==> src/rtl/core/halton_subpixel_jitter_core_macros.svh <==
// Assertion helpers for the jitter core. They compile away in synthesis.
`ifndef HALTON_SUBPIXEL_JITTER_CORE_MACROS_SVH
`define HALTON_SUBPIXEL_JITTER_CORE_MACROS_SVH

`ifndef SYNTHESIS

// Same-cycle implication
`define HSJ_ASSERT_IMPLIES(lbl, clk, rst, ante, cons, msg) \
  lbl: assert property (@(posedge clk) disable iff (rst) (ante) |-> (cons)) \
    else $error(msg);

// Next-cycle implication
`define HSJ_ASSERT_NEXT(lbl, clk, rst, ante, cons, msg) \
  lbl: assert property (@(posedge clk) disable iff (rst) (ante) |=> (cons)) \
    else $error(msg);

`else

`define HSJ_ASSERT_IMPLIES(lbl, clk, rst, ante, cons, msg)
`define HSJ_ASSERT_NEXT(lbl, clk, rst, ante, cons, msg)

`endif

`endif

==> src/rtl/core/hsj_pkg.sv <==
`timescale 1ns / 1ps

package hsj_pkg;

  // Fixed field widths
  localparam int SIZE_W      = 16;
  localparam int POS_W       = 16;
  localparam int OFFSET_W    = 24;
  localparam int CFG_INDEX_W = 1;

  localparam logic [SIZE_W-1:0] WIDTH_RESET  = 16'd1920;
  localparam logic [SIZE_W-1:0] HEIGHT_RESET = 16'd1080;

  typedef enum logic [CFG_INDEX_W-1:0] {
    CFG_FRAME_WIDTH  = 1'b0,
    CFG_FRAME_HEIGHT = 1'b1
  } cfg_index_t;

  typedef enum logic [2:0] {
    ST_IDLE,
    ST_DIGITS,
    ST_MULT,
    ST_DIVIDE,
    ST_FINISH
  } state_t;

  // Control shared by every cell of a divider row
  typedef struct packed {
    logic load;
    logic step;
  } cell_ctl_t;

endpackage

==> src/rtl/core/hsj_cell.sv <==
`timescale 1ns / 1ps

// One bit slice of the restoring divider: holds a remainder bit and a
// divisor bit, takes the shifted remainder bit from its lower neighbor.
module hsj_cell
  import hsj_pkg::*;
(
  input  logic      clk,
  input  cell_ctl_t ctl,
  input  logic      take,
  input  logic      load_rem,
  input  logic      load_div,
  input  logic      rem_in,
  input  logic      borrow_in,
  output logic      rem,
  output logic      borrow_out
);

  logic dvs;
  logic diff;

  // Full subtractor on the doubled remainder bit
  assign diff       = rem_in ^ dvs ^ borrow_in;
  assign borrow_out = (~rem_in & dvs) | (~(rem_in ^ dvs) & borrow_in);

  always_ff @(posedge clk) begin
    if (ctl.load) begin
      rem <= load_rem;
      dvs <= load_div;
    end else if (ctl.step) begin
      rem <= take ? diff : rem_in;
    end
  end

endmodule

==> src/rtl/core/hsj_div.sv <==
`timescale 1ns / 1ps

// Restoring divider built as a row of bit cells, one quotient bit per step.
// The dividend must be below the divisor.
module hsj_div
  import hsj_pkg::*;
#(
  parameter int DIV_W  = 35,
  parameter int QUOT_W = 23
) (
  input  logic              clk,
  input  cell_ctl_t         ctl,
  input  logic [DIV_W-1:0]  dividend,
  input  logic [DIV_W-1:0]  divisor,
  output logic [QUOT_W-1:0] quotient
);

  localparam int CHAIN_W = DIV_W + 1;

  logic [CHAIN_W-1:0] rem;
  logic [CHAIN_W-1:0] rem_in;
  logic [CHAIN_W-1:0] load_rem;
  logic [CHAIN_W-1:0] load_div;
  logic [CHAIN_W:0]   borrow_c;
  logic               take;

  assign load_rem    = {1'b0, dividend};
  assign load_div    = {1'b0, divisor};
  assign rem_in      = {rem[CHAIN_W-2:0], 1'b0};
  assign borrow_c[0] = 1'b0;
  // No borrow out of the top: doubled remainder >= divisor
  assign take        = ~borrow_c[CHAIN_W];

  for (genvar i = 0; i < CHAIN_W; i++) begin : g_cell
    hsj_cell u_cell (
      .clk        (clk),
      .ctl        (ctl),
      .take       (take),
      .load_rem   (load_rem[i]),
      .load_div   (load_div[i]),
      .rem_in     (rem_in[i]),
      .borrow_in  (borrow_c[i]),
      .rem        (rem[i]),
      .borrow_out (borrow_c[i+1])
    );
  end

  // Quotient bits shift in MSB first
  always_ff @(posedge clk) begin
    if (ctl.step) begin
      quotient <= {quotient[QUOT_W-2:0], take};
    end
  end

endmodule

==> src/rtl/core/halton_subpixel_jitter_core.sv <==
`timescale 1ns / 1ps
// Halton (bases 2 and 3) sub-pixel jitter generator.
// Input channel: sample_position with in_valid/in_ready; the sequence index
// used is sample_position + 1. Output channel: offset_x/offset_y (signed
// Q1.23) with out_valid/out_ready, one result per input transfer.
// Config port: cfg_we/cfg_index/cfg_data writes frame_width (index 0) or
// frame_height (index 1); a size of zero counts as one.
// The index n has 1 to INDEX_BITS+1 bits. The digit loop takes one base-2
// and one base-3 digit of the index per cycle until both are exhausted,
// ST_MULT then forms the divisors, and the two divider rows produce one
// quotient bit per cycle. One item is in flight at a time: a new item is
// taken only once the core is back in idle.
// A finished result sits in the output register; the core takes the next
// item while it waits. If the receiver stalls, the next result holds in
// the final state until the output register frees up.
// Reset returns to idle, empties the output register and loads the frame
// size registers with 1920 x 1080.
`include "halton_subpixel_jitter_core_macros.svh"

module halton_subpixel_jitter_core
  import hsj_pkg::*;
#(
  parameter int INDEX_BITS    = 16,
  parameter int FRACTION_BITS = 23
) (
  input  logic                       clk,
  input  logic                       rst,
  input  logic                       cfg_we,
  input  logic [CFG_INDEX_W-1:0]     cfg_index,
  input  logic [SIZE_W-1:0]          cfg_data,
  input  logic                       in_valid,
  output logic                       in_ready,
  input  logic [POS_W-1:0]           sample_position,
  output logic                       out_valid,
  input  logic                       out_ready,
  output logic signed [OFFSET_W-1:0] offset_x,
  output logic signed [OFFSET_W-1:0] offset_y
);

  localparam int N_W         = INDEX_BITS + 1;
  localparam int DEN2_W      = N_W + 1;
  localparam int DEN3_W      = N_W + 2;
  localparam int DIV_W       = DEN3_W + SIZE_W;
  localparam int RECIP_SHIFT = N_W + 1;
  localparam logic [63:0] RECIP_FULL = ((64'd1 << RECIP_SHIFT) + 64'd2) / 64'd3;
  localparam logic [N_W-1:0] RECIP = RECIP_FULL[N_W-1:0];
  localparam int SIGNED_W = (FRACTION_BITS + 1 > OFFSET_W) ? FRACTION_BITS + 1 : OFFSET_W;
  localparam int STEP_W   = $clog2(FRACTION_BITS);

  state_t state;
  state_t state_next;

  logic [SIZE_W-1:0] frame_width;
  logic [SIZE_W-1:0] frame_height;

  logic [N_W-1:0]    n2;
  logic [N_W-1:0]    n3;
  logic [N_W-1:0]    num2;
  logic [DEN2_W-1:0] den2;
  logic [DEN3_W-1:0] num3;
  logic [DEN3_W-1:0] den3;
  logic              neg_x;
  logic              neg_y;
  logic [STEP_W-1:0] step_cnt;

  logic [N_W-1:0]    n_init;
  logic [2*N_W-1:0]  prod3;
  logic [N_W-1:0]    q3;
  logic [N_W:0]      q3_triple;
  logic [1:0]        digit3;
  logic [DEN3_W-1:0] num3_next;
  logic [DEN3_W-1:0] den3_x3;
  logic              digits_last;

  logic [SIZE_W-1:0]        size_x;
  logic [SIZE_W-1:0]        size_y;
  logic [DEN2_W-1:0]        twice2;
  logic [DEN2_W-1:0]        mag2;
  logic                     neg2;
  logic [DEN3_W:0]          twice3;
  logic [DEN3_W:0]          mag3_wide;
  logic [DEN3_W-1:0]        mag3;
  logic                     neg3;
  logic [DEN2_W+SIZE_W-1:0] divisor_x;
  logic [DIV_W-1:0]         divisor_y;

  cell_ctl_t                ctl;
  logic [FRACTION_BITS-1:0] quo_x;
  logic [FRACTION_BITS-1:0] quo_y;
  logic [SIGNED_W-1:0]      signed_x;
  logic [SIGNED_W-1:0]      signed_y;
  logic                     out_free;

  // Configuration registers
  always_ff @(posedge clk) begin
    if (rst) begin
      frame_width  <= WIDTH_RESET;
      frame_height <= HEIGHT_RESET;
    end else if (cfg_we) begin
      unique case (cfg_index_t'(cfg_index))
        CFG_FRAME_WIDTH:  frame_width  <= cfg_data;
        CFG_FRAME_HEIGHT: frame_height <= cfg_data;
        default: ;
      endcase
    end
  end

  // Sequence index n = masked position + 1
  assign n_init = {1'b0, INDEX_BITS'(sample_position)} + N_W'(1);

  // Base-3 digit: n / 3 by reciprocal multiply, remainder from n - 3q
  assign prod3       = n3 * RECIP;
  assign q3          = {1'b0, prod3[2*N_W-1:RECIP_SHIFT]};
  assign q3_triple   = {q3, 1'b0} + {1'b0, q3};
  assign digit3      = n3[1:0] - q3_triple[1:0];
  assign num3_next   = {num3[DEN3_W-2:0], 1'b0} + num3 + DEN3_W'(digit3);
  assign den3_x3     = {den3[DEN3_W-2:0], 1'b0} + den3;
  assign digits_last = (n2[N_W-1:1] == '0) && (q3 == '0);

  // Digit loop registers
  always_ff @(posedge clk) begin
    if (state == ST_IDLE && in_valid) begin
      n2   <= n_init;
      n3   <= n_init;
      num2 <= '0;
      den2 <= DEN2_W'(1);
      num3 <= '0;
      den3 <= DEN3_W'(1);
    end else if (state == ST_DIGITS) begin
      if (n2 != '0) begin
        n2   <= n2 >> 1;
        num2 <= {num2[N_W-2:0], n2[0]};
        den2 <= {den2[DEN2_W-2:0], 1'b0};
      end
      if (n3 != '0) begin
        n3   <= q3;
        num3 <= num3_next;
        den3 <= den3_x3;
      end
    end
  end

  // Signed numerator 2*num - den and divisor den * size
  assign size_x    = (frame_width  == '0) ? SIZE_W'(1) : frame_width;
  assign size_y    = (frame_height == '0) ? SIZE_W'(1) : frame_height;
  assign twice2    = {num2, 1'b0};
  assign neg2      = twice2 < den2;
  assign mag2      = neg2 ? (den2 - twice2) : (twice2 - den2);
  assign twice3    = {num3, 1'b0};
  assign neg3      = twice3 < {1'b0, den3};
  assign mag3_wide = neg3 ? ({1'b0, den3} - twice3) : (twice3 - {1'b0, den3});
  assign mag3      = mag3_wide[DEN3_W-1:0];
  assign divisor_x = den2 * size_x;
  assign divisor_y = den3 * size_y;

  always_ff @(posedge clk) begin
    if (state == ST_MULT) begin
      neg_x <= neg2;
      neg_y <= neg3;
    end
  end

  // Divider step counter
  always_ff @(posedge clk) begin
    if (rst) begin
      step_cnt <= '0;
    end else if (state == ST_MULT) begin
      step_cnt <= '0;
    end else if (state == ST_DIVIDE) begin
      step_cnt <= step_cnt + STEP_W'(1);
    end
  end

  always_comb begin
    ctl.load = (state == ST_MULT);
    ctl.step = (state == ST_DIVIDE);
  end

  hsj_div #(
    .DIV_W  (DIV_W),
    .QUOT_W (FRACTION_BITS)
  ) u_div_x (
    .clk      (clk),
    .ctl      (ctl),
    .dividend (DIV_W'(mag2)),
    .divisor  (DIV_W'(divisor_x)),
    .quotient (quo_x)
  );

  hsj_div #(
    .DIV_W  (DIV_W),
    .QUOT_W (FRACTION_BITS)
  ) u_div_y (
    .clk      (clk),
    .ctl      (ctl),
    .dividend (DIV_W'(mag3)),
    .divisor  (divisor_y),
    .quotient (quo_y)
  );

  // Sign and truncate to the field width
  assign signed_x = neg_x ? (SIGNED_W'(0) - SIGNED_W'(quo_x)) : SIGNED_W'(quo_x);
  assign signed_y = neg_y ? (SIGNED_W'(0) - SIGNED_W'(quo_y)) : SIGNED_W'(quo_y);
  assign out_free = !out_valid || out_ready;

  // State register
  always_ff @(posedge clk) begin
    if (rst) begin
      state <= ST_IDLE;
    end else begin
      state <= state_next;
    end
  end

  // Next state and handshake
  always_comb begin
    state_next = state;
    in_ready   = 1'b0;
    unique case (state)
      ST_IDLE: begin
        in_ready = 1'b1;
        if (in_valid) begin
          state_next = ST_DIGITS;
        end
      end
      ST_DIGITS: begin
        if (digits_last) begin
          state_next = ST_MULT;
        end
      end
      ST_MULT: begin
        state_next = ST_DIVIDE;
      end
      ST_DIVIDE: begin
        if (step_cnt == STEP_W'(FRACTION_BITS - 1)) begin
          state_next = ST_FINISH;
        end
      end
      ST_FINISH: begin
        if (out_free) begin
          state_next = ST_IDLE;
        end
      end
      default: state_next = ST_IDLE;
    endcase
  end

  // Output register
  always_ff @(posedge clk) begin
    if (rst) begin
      out_valid <= 1'b0;
    end else if (state == ST_FINISH && out_free) begin
      out_valid <= 1'b1;
    end else if (out_ready) begin
      out_valid <= 1'b0;
    end
  end

  always_ff @(posedge clk) begin
    if (state == ST_FINISH && out_free) begin
      offset_x <= $signed(signed_x[OFFSET_W-1:0]);
      offset_y <= $signed(signed_y[OFFSET_W-1:0]);
    end
  end

  // Checks
  `HSJ_ASSERT_NEXT(a_accept_loads_index, clk, rst, in_valid && in_ready,
                   n2 == n3 && n2 != '0, "index not loaded on input transfer")
  `HSJ_ASSERT_IMPLIES(a_mag_below_den, clk, rst, state == ST_MULT,
                      mag2 < den2 && mag3 < den3,
                      "numerator magnitude not below denominator")
  `HSJ_ASSERT_IMPLIES(a_digits_drained, clk, rst, state == ST_FINISH,
                      n2 == '0 && n3 == '0, "digit loop not drained at finish")
  `HSJ_ASSERT_IMPLIES(a_out_from_finish, clk, rst, $rose(out_valid),
                      $past(state) == ST_FINISH, "result shown outside finish state")

endmodule

==> config.mk <==
export PLATFORM = sky130hd
export DESIGN_NAME = halton_subpixel_jitter_core
export DESIGN_NICKNAME = d
export VERILOG_FILES = /design/src/rtl/core/hsj_pkg.sv /design/src/rtl/core/hsj_cell.sv /design/src/rtl/core/hsj_div.sv /design/src/rtl/core/halton_subpixel_jitter_core.sv
export VERILOG_INCLUDE_DIRS = /design/src /design/src/rtl/core
export SDC_FILE = /design/constraint.sdc
export NUM_CORES = 2
export LEC_CHECK = 0
export ABC_AREA = 1
export BUFFER_PORTS_ARGS = -buffer_cell sky130_fd_sc_hd__buf_2
export CAP_MARGIN = 5
export CORE_UTILIZATION = 44
export DETAILED_ROUTE_END_ITERATION = 10
export PLACE_DENSITY_LB_ADDON = 0.25
export SYNTH_ARGS = -nofsm -noshare
export SYNTH_HDL_FRONTEND = slang
export SYNTH_SLANG_ARGS = --single-unit
==> constraint.sdc <==
create_clock -name clk -period 13.6 [get_ports clk]
set_input_delay 0.68 -clock clk [delete_from_list [all_inputs] [get_ports clk]]
set_output_delay 0.68 -clock clk [all_outputs]
set_load 0.05 [all_outputs]
; ---- Yosys cells after proc, flatten, opt, wreduce, memory -nomap -nowiden
; Cells that the tools add are included.
[word_totals]
regBits = 383
input_bits = 38
out_inout_bits = 50
word_cells = 853
[classes]
n_eq_ne = 9
muxes = 164
reduce_logical = 25
add_sub_neg = 13
mul = 3
order_cmp = 2
bitwise = 479
[op_table]
columns = op, count
row1 = 2-to-1 mux 1 bit, 147
row2 = NOT 1 bit, 140
row3 = AND 1 bit, 137
row4 = XOR 1 bit, 135
row5 = 2-to-1 mux 17 bit, 6
row6 = bitwise OR 1 bit, 67
row7 = logical NOT 16 bit, 3
row8 = subtractor 1 x 23 -> 24 bit (first input constant), 2
row9 = 2-to-1 mux 23 bit, 2
row10 = adder 19 bit, 2
row11 = subtractor 19 bit, 2
row12 = subtractor 18 bit, 2
row13 = multiplier 19 x 16 -> 35 bit, 1
row14 = multiplier 18 x 16 -> 34 bit, 1
row15 = nonzero test 17 bit, 2
row16 = multiplier 17 x 16 -> 33 bit (second input constant), 1
row17 = 2-to-1 mux 16 bit, 2
row18 = less-than comparator 20 x 19 -> 1 bit, 1
row19 = adder 19 x 2 -> 19 bit, 1
row20 = 2-to-1 mux 19 bit, 1
row21 = less-than comparator 18 bit, 1
row22 = 2-to-1 mux 18 bit, 1
row23 = adder 16 x 1 -> 17 bit (second input constant), 1
row24 = logical NOT 17 bit, 1
row25 = 19 further kinds, 36

; ---- Logic depth before layout (Yosys ltp)
[depth]
ltp_word = 74
mapped_depth = 42
mapped_depth_nobuf = 41

; ---- By module
; Synthesis repeated with hierarchy kept, for this count alone.
[unflattened]
hier_cells = 5997
hier_area_um2 = 48630.4
[by_module_without_submodules]
columns = mod, cells_each, n_inst, area_per_inst_um2, seq_area_each_um2
row1 = halton_subpixel_jitter_core, 5083, 1, 38765.9, 4784.6
row2 = hsj_cell, 12, 72, 117.6, 60.1
row3 = hsj_div, 25, 2, 698.2, 690.7

; ---- Least setup slack after synthesis
; Ideal clock, no wire load.
[synth_timing]
kind = reg2reg
startpoint = register u_div_y.g_cell[1].u_cell.dvs
endpoint = register u_div_y.g_cell[1].u_cell.rem (data pin)
slack_ns = -0.534
path_stages_with_launch = 43
n_path_buf = 1
required_time_ns = 13.345
arrival_time_ns = 13.879
period_less_slack_ns = 14.134
setup_ns = 0.255
cell_sequence = edfxtp_1 -> inv_1 -> fa_1 -> inv_1 -> fa_1 -> fa_1 -> fa_1 -> fa_1 -> fa_1 -> fa_1 -> fa_1 -> fa_1 -> fa_1 -> fa_1 -> fa_1 -> fa_1 -> fa_1 -> fa_1 -> (+7 left out) -> fa_1 -> fa_1 -> fa_1 -> fa_1 -> fa_1 -> fa_1 -> fa_1 -> fa_1 -> fa_1 -> fa_1 -> fa_1 -> fa_1 -> nand2_1 -> clkbuf_1 -> inv_1 -> o21ai_0 -> o21bai_1 -> nand2_1
[synth_via]
elab_chain_cells = 74
word_cells_on_any_way = 76
cone_classes = 3 x mux / 73 x bitwise
[synth_lines]
columns = element, line
row1 = start: declaration, hsj_cell.sv:19  ; logic dvs;
row2 = start signal: assignment, hsj_cell.sv:29  ; dvs <= load_div;
row3 = XOR 1 bit, "hsj_cell.sv:23, hsj_cell.sv:24"
row4 = NOT 1 bit, hsj_cell.sv:24  ; assign borrow_out = (~rem_in & dvs) | (~(rem_in ^ dvs) & borrow_in);
row5 = AND 1 bit, hsj_cell.sv:24
row6 = bitwise OR 1 bit, hsj_cell.sv:24
row7 = AND 1 bit, hsj_cell.sv:24
row8 = bitwise OR 1 bit, hsj_cell.sv:24
row9 = AND 1 bit, hsj_cell.sv:24
row10 = bitwise OR 1 bit, hsj_cell.sv:24
row11 = (+58 left out), n/a
row12 = AND 1 bit, hsj_cell.sv:24
row13 = bitwise OR 1 bit, hsj_cell.sv:24
row14 = AND 1 bit, hsj_cell.sv:24
row15 = bitwise OR 1 bit, hsj_cell.sv:24
row16 = AND 1 bit, hsj_cell.sv:24
row17 = 2-to-1 mux 1 bit *, hsj_cell.sv:31  ; rem <= take ? diff : rem_in;
row18 = 2-to-1 mux 1 bit *, hsj_cell.sv:30  ; end else if (ctl.step) begin
row19 = 2-to-1 mux 1 bit *, hsj_cell.sv:27  ; if (ctl.load) begin
row20 = end signal: assignment, hsj_cell.sv:28  ; rem <= load_rem;
row21 = end signal: assignment, hsj_cell.sv:31
row22 = end: declaration, hsj_cell.sv:15  ; output logic rem,
; Mark *: on every way between the ends. The rest lies on a longest branch, timed or not. The select of a mux whose other input is x is not followed.
; A chain may end at the register's enable or synchronous reset.

; ---- Worst setup path after layout
[layout_timing]
startpoint = register u_div_x.g_cell[0].u_cell.dvs
endpoint = register u_div_x.g_cell[2].u_cell.rem (data pin)
[layout_via]
elab_chain_cells = 71
word_cells_on_any_way = 72
cone_classes = 3 x mux / 69 x bitwise
[layout_lines]
columns = element, line
row1 = start: declaration, hsj_cell.sv:19
row2 = start signal: assignment, hsj_cell.sv:29
row3 = AND 1 bit *, hsj_cell.sv:24
row4 = bitwise OR 1 bit *, hsj_cell.sv:24
row5 = AND 1 bit, hsj_cell.sv:24
row6 = bitwise OR 1 bit, hsj_cell.sv:24
row7 = AND 1 bit, hsj_cell.sv:24
row8 = bitwise OR 1 bit, hsj_cell.sv:24
row9 = AND 1 bit, hsj_cell.sv:24
row10 = bitwise OR 1 bit, hsj_cell.sv:24
row11 = (+54 left out), n/a
row12 = AND 1 bit, hsj_cell.sv:24
row13 = bitwise OR 1 bit, hsj_cell.sv:24
row14 = AND 1 bit, hsj_cell.sv:24
row15 = bitwise OR 1 bit, hsj_cell.sv:24
row16 = AND 1 bit (2 in a row), hsj_cell.sv:24
row17 = 2-to-1 mux 1 bit *, hsj_cell.sv:31
row18 = 2-to-1 mux 1 bit *, hsj_cell.sv:30
row19 = 2-to-1 mux 1 bit *, hsj_cell.sv:27
row20 = end signal: assignment, hsj_cell.sv:28
row21 = end signal: assignment, hsj_cell.sv:31
row22 = end: declaration, hsj_cell.sv:15
; Marked as above.

==> summary.txt <==
Synth
  • Xor-xnor portion of the synthesized cell area: around 3.2%
  • Post-synthesis mux area share: 0.0858%
  • Cell Area, Synth: 0.0467 sq mm
  • Post-synth EDFFs: between 200 and 250
  • Ys Warns: 0
  • Top-count cell post-synth: inv_1
  • Syn Area/Cell: 8.30 sq um
  • Largest family of logic cells by synthesized area: adder cells
  • Yosys top cell area share: 26.6%
  • Seq cells post-synth: 382
  • Post-Syn Nets: 6753
  • Netlist cell types: 60
  • Dominant cell type by area after synthesis: fa_1
  • Synth top cells by count: 1266 x inv_1, 1260 x nand2_1, 620 x fa_1
  • Area share of and/or/nand/nor cells after synthesis: 15.0%
  • Post-synth top flop: edfxtp_1
  • Seq/Total Area, Yosys: about 21%
  • Cell count after synthesis: 5626
  • Post-synth ARST share: 0%
  • Synth Area in Compound Gates: a little under 9%
  • Synth Area in Adders: 39.2%
  • Top cells by area, synth: fa_1 27%, edfxtp_1 15%, ha_1 13%

Finish
  • Non-Filler Instances: 7043
  • Fillers: 10304
  • Share of layout cells above drive strength 1: 5.98%
  • Synthesis-to-finish area growth: 8.18%
  • Final core utilization: 48.0%
  • Nets: 6738

Worst setup path
  • Slowest cell on crit path: fa_1
  • Crit-path most repeated cell: fa_2
  • Worst setup SP type: flop
  • Critical setup path kind: reg -> reg
  • R2R cell count: 40
  • Critical path data required time: 14.00 ns
  • Worst setup EP type: flop
  • Largest stage delay on the critical path: 0.40 ns
  • Crit path arrival time: 13.60 ns
  • Crit Path Max Fanout: 7

STA
  • Pin slew with the least headroom to its limit: about 1.2 ns
  • Max_slew headroom: a little under a quarter
  • Fmax: 75.8 MHz
  • Final Cycle Share: 97.0%
  • Final Skew: 0.0689 ns
  • Max-slew violations: 0
  • Final setup fails: 0
  • Final Hold Violating Endpoints: 0
  • Clock period minus worst slack: around 13 ns
  • Fin Hold WS: 0.291 ns

Clock tree
  • CTS clk-pin slew, worst paths: 0.06 ns
  • CTS tree: yes
  • Clock buffer depth: 3
  • Clock sinks: approximately 380
  • Worst-Skew Late Latency: 0.64 ns
  • H-tree Lvls: 2
  • CTS Buf Count: 47
  • Root Buffer Master: clkbuf_16
  • Hold_buf cts: 0

Floorplanning
  • Initial Util: 44.3%
  • Core ar.: 0.105 sq mm
  • Die W: 328 um
  • Die Ht: 328 um
  • Top Ports: 88
  • Num rows: 119
  • DIE AREA: 0.107 sq mm

Min path
  • Hold path cells: 3
  • Hold Crit Class: in -> reg

Place
  • Port bufs: 87
  • Post-DP HPWL: roughly 94 mm
  • GPL Wtd Cong: between 0.9 and 1
  • Inst Count DP: 6950

Detailed routing
  • DR vias/cell: 5.08
  • Via count: approximately 36000
  • Mean routed wirelength per cell: 16.9 um
  • Post-Route WL: 119 mm
  • Post-route ant nets: 0
  • Remaining DRCs: 0
  • Drt first pass iters: 8
  • Iter 0 DRT Violations: a little over 2000

Global routing
  • All-layer global routing usage: 22.8%
  • Largest net degree at the start of global routing: between 80 and 90
  • Grt total ovfl: 0
  • First-pass GRT wire length: about 200 mm
  • Vias in the first global route: 37578
  • Antenna violations before repair: 4

Job
  • Max-Cap Viols: 0

Outcome
  • Status: finished, final reports clean
## path summary, 6_finish.rpt
path | from | to | slack [ns]
max | u_div_x.g_cell[0].u_cell.dvs$_DFFE_PP_ | u_div_x.g_cell[2].u_cell.rem$_DFFE_PN_ | 0.40
min | cfg_data[9] | frame_width[9]$_SDFFE_PP1P_ | 0.29
max reg2reg | u_div_x.g_cell[0].u_cell.dvs$_DFFE_PP_ | u_div_x.g_cell[2].u_cell.rem$_DFFE_PN_ | 0.40
min reg2reg | frame_width[0]$_SDFFE_PP0P_ | frame_width[0]$_SDFFE_PP0P_ | 0.48
## cell families (layout without fill, tap and decap cells)
group,Yosys count,after routing
buf+inv,1497,1521
other cells,0,2
flops,382,382
simple gates,1748,1748
compound gates,736,736
mux,4,4
fa+ha+maj,1089,1089
xor+xnor,170,170
## metal layers
layer  vias up  track usage (%)  wire length, um
li1      17304                -                -
met1     17527             30.5            53300
met2       783             39.4            57300
met3       165             2.69             5760
met4         4             5.29             2600
met5         -                0               22
## flip-flops by register name, indices dropped and copies added, names as in the netlist, 17 cells and up
register	count
u_div_x.quotient	23
u_div_y.quotient	23
n2	17
offset_y	24
den3	18
n3	17
den2	18
num2	17
u_div_y.g_cell.u_cell.dvs	35
offset_x	24
num3	19
u_div_y.g_cell.u_cell.rem	35
u_div_x.g_cell.u_cell.dvs	34
u_div_x.g_cell.u_cell.rem	35
## cell usage in the layout (no fill, tap or decap), types with 23 or more instances in the layout
cell type / instances
nand3_1: 84
nand4_1: 23
inv_1: 1266
dfxtp_1: 146
edfxtp_1: 236
o22ai_1: 24
clkbuf_16: 47
xnor2_1: 50
nor3_1: 43
ha_1: 468
fa_2: 53
nor2_1: 269
buf_2: 87
nand2_1: 1255
fa_1: 567
a21oi_1: 264
o21ai_0: 271
buf_4: 66
o211ai_1: 61
xor2_1: 120
## critical path: cells and delay by family, from the launching register on
kind                       cells  cell delay [ns]
DFF                            1             0.39
AOI/OAI and AO/OA              2             0.28
and+or+nand+nor                1             0.12
buffers and inverters          3             0.41
adders and majority gates     34            11.76
## per-stage QoR
| stage | instance area, sq um | setup slack [ns] | setup TNS, ns |
|---|---|---|---|
| floorplan | 46700 | -0.00214 | -0.00214 |
| CTS | 50400 | 0.0150 | 0 |
| global route | 50500 | -0.0441 | -0.0510 |
| detailed placement | 48500 | -0.669 | -35.70 |
| finish | 50500 | 0.405 | 0 |
| global placement | 48500 | -0.469 | -24.10 |
## area by class of cell
class | count | area [sq um] | area share [%]
Inverter | 1271 | 4770 | 9.45
Clock inverter | 35 | 538 | 1.07
Antenna cell | 2 | 5.00 | 0.00991
Sequential cell | 382 | 10000 | 19.8
Timing Repair Buffer | 162 | 1100 | 2.18
Multi-Input combinational cell | 3747 | 31100 | 61.6
Tap cell | 1391 | 1740 | 3.45
Clock buffer | 53 | 1200 | 2.37
## timing repair
item                       in CTS  in global routing
gates resized for setup        33                 20
cloned                          2                  0
setup endpoints to repair      72                 72
pin swaps                       2                  2
buffers inserted                1                  0
Power is left out: the tool's default activity adds up to more than one toggle a clock period on the data nets, which glitch-free logic cannot reach.
